===== src/rtl/core/aces_tm_pkg.sv =====
// Shared constants, widths and coefficient tables for the ACES fitted tonemapper.
// No dependencies; used by every module under rtl/core.
`default_nettype none
package aces_tm_pkg;

    localparam int N_CH      = 3;
    localparam int PIX_W     = 24;   // Q8.16 input channel
    localparam int EXP_W     = 24;   // Q8.16 exposure multiplier
    localparam int OUT_W     = 16;   // Q0.16 output channel
    localparam int PEXP_W    = PIX_W + EXP_W;
    localparam int X_W       = 32;   // Q16.16 exposed color
    localparam int COEF_W    = 16;   // Q0.16 input matrix entry
    localparam int MPROD_W   = X_W + COEF_W;
    localparam int V_W       = 31;   // Q15.16, saturated
    localparam int F_W       = 17;   // Q1.16 fit result
    localparam int OCOEF_W   = 18;   // signed Q1.16 output matrix entry
    localparam int OPROD_W   = F_W + 1 + OCOEF_W;
    localparam int OSUM_W    = OPROD_W + 2;
    localparam int NUM_W     = 63;
    localparam int DIVD_W    = 47;

    // Pipeline depth per section
    localparam int FRONT_STAGES = 3;
    localparam int FIT_STAGES   = 4;
    localparam int DIV_STAGES   = F_W;
    localparam int LANE_STAGES  = FIT_STAGES + DIV_STAGES;
    localparam int MERGE_STAGES = 2;
    localparam int PIPE_STAGES  = FRONT_STAGES + LANE_STAGES + MERGE_STAGES;

    localparam logic [EXP_W-1:0] EXPOSURE_RESET = 24'd65536;
    localparam logic [V_W-1:0]   V_SAT          = 31'h7FFF_FFFF;
    localparam logic [OUT_W-1:0] OUT_MAX        = 16'hFFFF;

    // Rational fit constants, Q0.32
    localparam logic [26:0] FIT_A = 27'd105564283;
    localparam logic [18:0] FIT_B = 19'd388853;
    localparam logic [31:0] FIT_C = 32'd4225083883;
    localparam logic [30:0] FIT_D = 31'd1859510386;
    localparam logic [29:0] FIT_E = 30'd1022550109;

    // [input channel][output channel]
    localparam logic [COEF_W-1:0] IN_MAT [N_CH][N_CH] = '{
        '{16'd39137, 16'd4981,  16'd1861},
        '{16'd23238, 16'd59529, 16'd8771},
        '{16'd3161,  16'd1026,  16'd54904}
    };

    localparam logic signed [OCOEF_W-1:0] OUT_MAT [N_CH][N_CH] = '{
        '{ 18'sd105169, -18'sd6690,  -18'sd214},
        '{-18'sd34805,   18'sd72622, -18'sd4768},
        '{-18'sd4828,   -18'sd396,    18'sd70518}
    };

endpackage
`default_nettype wire


===== src/rtl/core/aces_tm_merge.sv =====
// Output matrix across the three lanes, clamp to [0,1], output register.
// Depends on aces_tm_pkg.
`default_nettype none
module aces_tm_merge (
    input  wire logic                                                   aclk,
    input  wire logic [aces_tm_pkg::MERGE_STAGES-1:0]                   en,
    input  wire logic [aces_tm_pkg::N_CH-1:0][aces_tm_pkg::F_W-1:0]     f,
    output logic      [aces_tm_pkg::N_CH-1:0][aces_tm_pkg::OUT_W-1:0]   out
);
    localparam int NC = aces_tm_pkg::N_CH;
    localparam int PW = aces_tm_pkg::OPROD_W;
    localparam int SW = aces_tm_pkg::OSUM_W;
    localparam int OW = aces_tm_pkg::OUT_W;

    logic signed [PW-1:0] prod_reg [NC][NC];
    logic [NC-1:0][OW-1:0] out_reg;
    logic [NC-1:0][OW-1:0] out_next;

    always_ff @(posedge aclk) begin
        for (int i = 0; i < NC; i++) begin
            for (int j = 0; j < NC; j++) begin
                if (en[0]) begin
                    prod_reg[i][j] <= PW'($signed({1'b0, f[i]}) * aces_tm_pkg::OUT_MAT[i][j]);
                end
            end
        end
        if (en[1]) begin
            out_reg <= out_next;
        end
    end

    always_comb begin
        logic signed [SW-1:0] t;
        logic [SW-1:0]        rr;
        for (int j = 0; j < NC; j++) begin
            t = SW'(prod_reg[0][j]) + SW'(prod_reg[1][j]) + SW'(prod_reg[2][j]);
            rr = $unsigned(t) + SW'(32768);
            if (t <= 0) begin
                out_next[j] = '0;
            end else if (rr[SW-1:16] > (SW-16)'(aces_tm_pkg::OUT_MAX)) begin
                out_next[j] = aces_tm_pkg::OUT_MAX;
            end else begin
                out_next[j] = rr[OW+15:16];
            end
        end
    end

    assign out = out_reg;

endmodule
`default_nettype wire


===== config.mk =====
export PLATFORM = sky130hd
export DESIGN_NAME = aces_tm_merge
export DESIGN_NICKNAME = d
export VERILOG_FILES = /design/src/rtl/core/aces_tm_pkg.sv /design/src/rtl/core/aces_tm_merge.sv
export SDC_FILE = /design/constraint.sdc
export NUM_CORES = 2
export LEC_CHECK = 0
export BUFFER_PORTS_ARGS = -buffer_cell sky130_fd_sc_hd__buf_4
export CAP_MARGIN = 0
export CORE_ASPECT_RATIO = 0.9
export CORE_MARGIN = 2
export CORE_UTILIZATION = 45
export DETAILED_ROUTE_END_ITERATION = 10
export GPL_ROUTABILITY_DRIVEN = 0
export HOLD_SLACK_MARGIN = 0.03
export SETUP_SLACK_MARGIN = 0.15
export SLEW_MARGIN = 20
export SYNTH_ARGS = -nofsm -noshare
export SYNTH_HDL_FRONTEND = slang
export SYNTH_SLANG_ARGS = --single-unit

===== constraint.sdc =====
create_clock -name aclk -period 17 [get_ports aclk]
set_clock_uncertainty 0.1 [all_clocks]
set_input_delay 1.7 -clock aclk [delete_from_list [all_inputs] [get_ports aclk]]
set_output_delay 1.7 -clock aclk [all_outputs]
set_load 0.02 [all_outputs]

* Word-level counts from Yosys, hierarchy flattened *
Memories as Yosys holds them, arrays and structs flattened.
Index checks and enable logic that the tools add are counted.

operators by class
  add/sub/neg operators = 9
  multipliers = 9
  $lt $le $gt $ge = 6
  muxes and demuxes = 5

operators by type and width
  cell                                                  number
  adder 37 x 36 -> 38 bit                               3
  adder 38 x 16 -> 38 bit, second input constant        3
  <= comparator 38 x 1 -> 1 bit, second input constant  3
  adder 36 x 36 -> 37 bit                               3
  > comparator 22 x 16 -> 1 bit, second input constant  3
  multiplier 17 x 16 -> 33 bit, second input constant   2
  multiplier 18 x 8 -> 26 bit, second input constant    2
  2-to-1 mux 16 bit                                     3
  multiplier 18 x 17 -> 35 bit, second input constant   1
  multiplier 17 x 17 -> 34 bit, second input constant   1
  multiplier 18 x 13 -> 31 bit, second input constant   1
  multiplier 18 x 12 -> 30 bit, second input constant   1
  multiplier 18 x 9 -> 27 bit, second input constant    1
  2-to-1 mux 1 bit                                      2

word-level totals
  register bits = 48
  bits in writable memories = 318
  input port bits = 54
  output and inout port bits = 48
  word-level logic and storage cells = 33
  memories = 1

memories
  name      words  width  read ports  clocked after Yosys merged registers in  wr ports  line                 text
  prod_reg  3      106    3           0                                        3         aces_tm_merge.sv:15  logic signed [PW-1:0] prod_reg [NC][NC];

* Depth between registers and ports, before layout *
An unclocked memory read counts as a cell.

  word-level depth = 6
  mapped depth = 26
  depth with buffers taken out = 26

* Worst setup path after synthesis *
Ideal clock, no wire load.

  path kind = input to register
  from = in f[22] in the netlist's numbering
  to = mem prod_reg[1][67] in the netlist's numbering (data pin)
  setup time = 0.258 ns
  arrival = 7.066 ns
  data required time = 16.642 ns
  setup slack = 9.576 ns
  stages on the path = 21
  path buffers = 1
  cells stage by stage = inv_1 ha_1 fa_1 fa_1 fa_1 inv_1 fa_1 fa_1 ha_1 clkbuf_1 nand2_1 o31ai_1 a41oi_1 a311oi_1 nor2_1 a21oi_1 a41oi_1 a21oi_1 o21a_1 nor2_1 xnor2_1

RTL lines
  what                line                 text
  start: declaration  aces_tm_merge.sv:7   input wire logic [aces_tm_pkg::N_CH-1:0][aces_tm_pkg::F_W-1:0] f,
  end: declaration    aces_tm_merge.sv:15

==> run_results.csv <==
group,metric,value,unit
routing,firstDrtPassIters,5,
setup_path,cp-end-kind,"flip-flop",
setup_path,ff2ff_setup_slack,11130,ps
die,pin_count,102,
min_path,hold_path.class,"flip-flop to flip-flop",
grt,grt_pass1_wl,224000,microns
placement,portBuffers,101,
grt,antenna_found_initial,16,
clocking,cts_hold_buf,0,
logic_synthesis,synth_warnings,0,
clocking,clk_pin_slew_worst_paths,60,ps
timing,worstMarginPinSlew,1080,ps
logic_synthesis,ys.flop_type,"edfxtp_1",
timing,period_needed,7680,ps
logic_synthesis,synthCells,5242,
routing,drtIter0Drc,2724,
clocking,clk_latency,600,ps
routing,num_vias,37400,
logic_synthesis,yosysTopAreaCell,"fa_1",
routing,drc,0,
die,core,119000,sq um
logic_synthesis,ys_types,95,
clocking,numClockSinks,312,
timing,setup_tns,0,ps
grt,grt_max_degree,83,
min_path,min_from,"prod_reg[1][87]",
timing,fin_crit_sh,45.2,%
clocking,htreeDepth,2,
setup_path,rr_worst_depth,17,
cells_and_area,fin_util,48.7,%
timing,setup_viol,0,
routing,wirelength,144000,microns
cells_and_area,final_common_cell,"inv_1",
timing,setup_ws,9320,ps
setup_path,crit_chain,"buf_4 > inv_1 > ha_1 > fa_1 > fa_1 > fa_1 > inv_1 > fa_1 > fa_1 > ha_1 > nand2_1 > o31ai_1 > a41oi_1 > a311oi_1 > nor2_1 > a21oi_1 > a41oi_1 > a21oi_1 > o21a_1 > nor2_1 > xnor2_1",
placement,dpl.cell_count,6898,
routing,wl_per_cell,20.6,microns
grt,grt_pass1_vias,38100,
logic_synthesis,synth.avg_cell_area,10.3,sq um
die,rows,120,
timing,clock.fmax,130,MHz
logic_synthesis,syn-num-nets,7041,
clocking,cts_resized,0,
clocking,cts_tree,"done",
setup_path,max_stage_delay,530,ps
placement,hpwl,123000,microns
logic_synthesis,synth_enable_flop_cells,312,
setup_path,slowest_stage,"fa_1",
cells_and_area,drive_above_1_share,4.31,%
cells_and_area,final_cell_mix,"1,123 x inv_1, 1,009 x ha_1, 736 x fa_1, 312 x edfxtp_1, 244 x a21oi_1",
setup_path,crit_path_end,"prod_reg[1][67]",
setup_path,crit_required,17240,ps
placement,dp_slack,8740,ps
job,cap_violations,0,
setup_path,timing.rr.end,"out[32]",
grt,grtUsageTotal,23.9,%
logic_synthesis,synth_area,53800,sq um
logic_synthesis,ys_seq_elements,312,
timing,rsz0062_at_grt,"false",
setup_path,worstSetupPathType,"input port to flip-flop",
clocking,cts_buffers,43,
setup_path,crit_fanout,10,
cells_and_area,fin_cells,6978,
cells_and_area,largest_register_ffs,264,
setup_path,worstPathArrival,7910,ps
timing,maxSlewViolCount,0,
cells_and_area,area.growth.synth_to_final,7.38,%
timing,slew_headroom,28.0,%
die,die_w,369,microns
outcome,outcome,"finished, final reports clean",
setup_path,r2r_start,"prod_reg[2][8]",
grt,grt_overflow_total,0,
timing,hold_viol,0,
clocking,cts_root_buffer,"clkbuf_16",
logic_synthesis,synth_area_leaders,"fa_1 27%, ha_1 23%, edfxtp_1 17%",
cells_and_area,final_nets,7156,
setup_path,crit_path_start_kind,"input port",
logic_synthesis,synth.top_cell.area_share,27.4,%
die,start_util,45.3,%
clocking,clk_path_buf_depth,3,
routing,drtAntennaViolNets,0,
clocking,post_cts_buffers,0,
die,die_y,332,microns
die,die_area,122000,sq um
setup_path,cp_common_cell,"fa_1",
routing,viasPerCell,5.36,
logic_synthesis,ys_seq_area_share,17.4,%
logic_synthesis,async_reset_ff_share,0,%
setup_path,crit_path_start,"f[22]",
[metal layers]
layer,wire length [microns],track usage [%]
met5,81,0
met4,4880,7.72
met3,10700,5.01
met2,61600,35.6
met1,66300,34.6
[cell usage after synthesis (15+ instances only)]
library cell  count
nor2_1          233
or3_1            24
clkbuf_1         25
nand2_1         184
o31ai_1          15
nand4_1          30
a21o_1           96
nor4_1           21
nand2b_1         37
o211ai_1         20
fa_1            736
nand3_1          84
and2_1           24
ha_1           1009
o21ai_0         130
o21bai_1         46
a21oi_1         244
nor3_1           86
and3_1           37
a211oi_1         26
xnor2_1         217
a31oi_1          34
o21a_1           61
inv_1          1123
edfxtp_1        312
xor2_1           83
nor2b_1          39
[stage by stage]
| stage | hold slack (ps) | area (sq um) |
|---|---|---|
| final | 1230 | 57800 |
| after global routing | 1310 | 57800 |
| after CTS | 1210 | 57800 |
| after detailed placement | 1180 | 56500 |
| after global placement | 1200 | 56500 |
| after floorplan | 1010 | 53800 |
[worst max-delay path: cells and delay by family]
family	cells	cell delay, ps
AOI/OAI and AO/OA	7	2010
xor gates and xnor gates	1	130
adders and majority gates	7	3460
buffers and inverters	3	390
and+or+nand+nor	3	220
[logic make-up after synthesis]
| family | share of synthesized area [%] |
|---|---|
| fa+ha+maj | 50.8 |
| buf+inv | 8.16 |
| simple gates | 8.11 |
| compound gates | 10.4 |
| flops | 17.4 |
| xor+xnor | 4.91 |
| mux | 0.244 |
[final cells by class]
type	instances	area, sq um
Antenna cell	4	10.0
Clock buffer	51	1110
Clock inverter	25	235
Fill cell	10900	61000
Inverter	1123	4220
Multi-Input combinational cell	3769	40100
Sequential cell	312	9370
Tap cell	1586	1980
Timing Repair Buffer	108	818
[worst min path at each step]
stage / depth (start not counted) / end / slack (ps)
3_3_place_gp: 6 / out[1] / 1200
5_1_grt: 6 / out[9] / 1310
4_1_cts: 6 / out[1] / 1210
6_report: 6 / out[1] / 1230
2_1_floorplan: 6 / out[1] / 1010
3_5_place_dp: 6 / out[1] / 1180
Power is not shown: default switching activity piles up to over one toggle a cycle in this logic, so the estimate is an artifact.
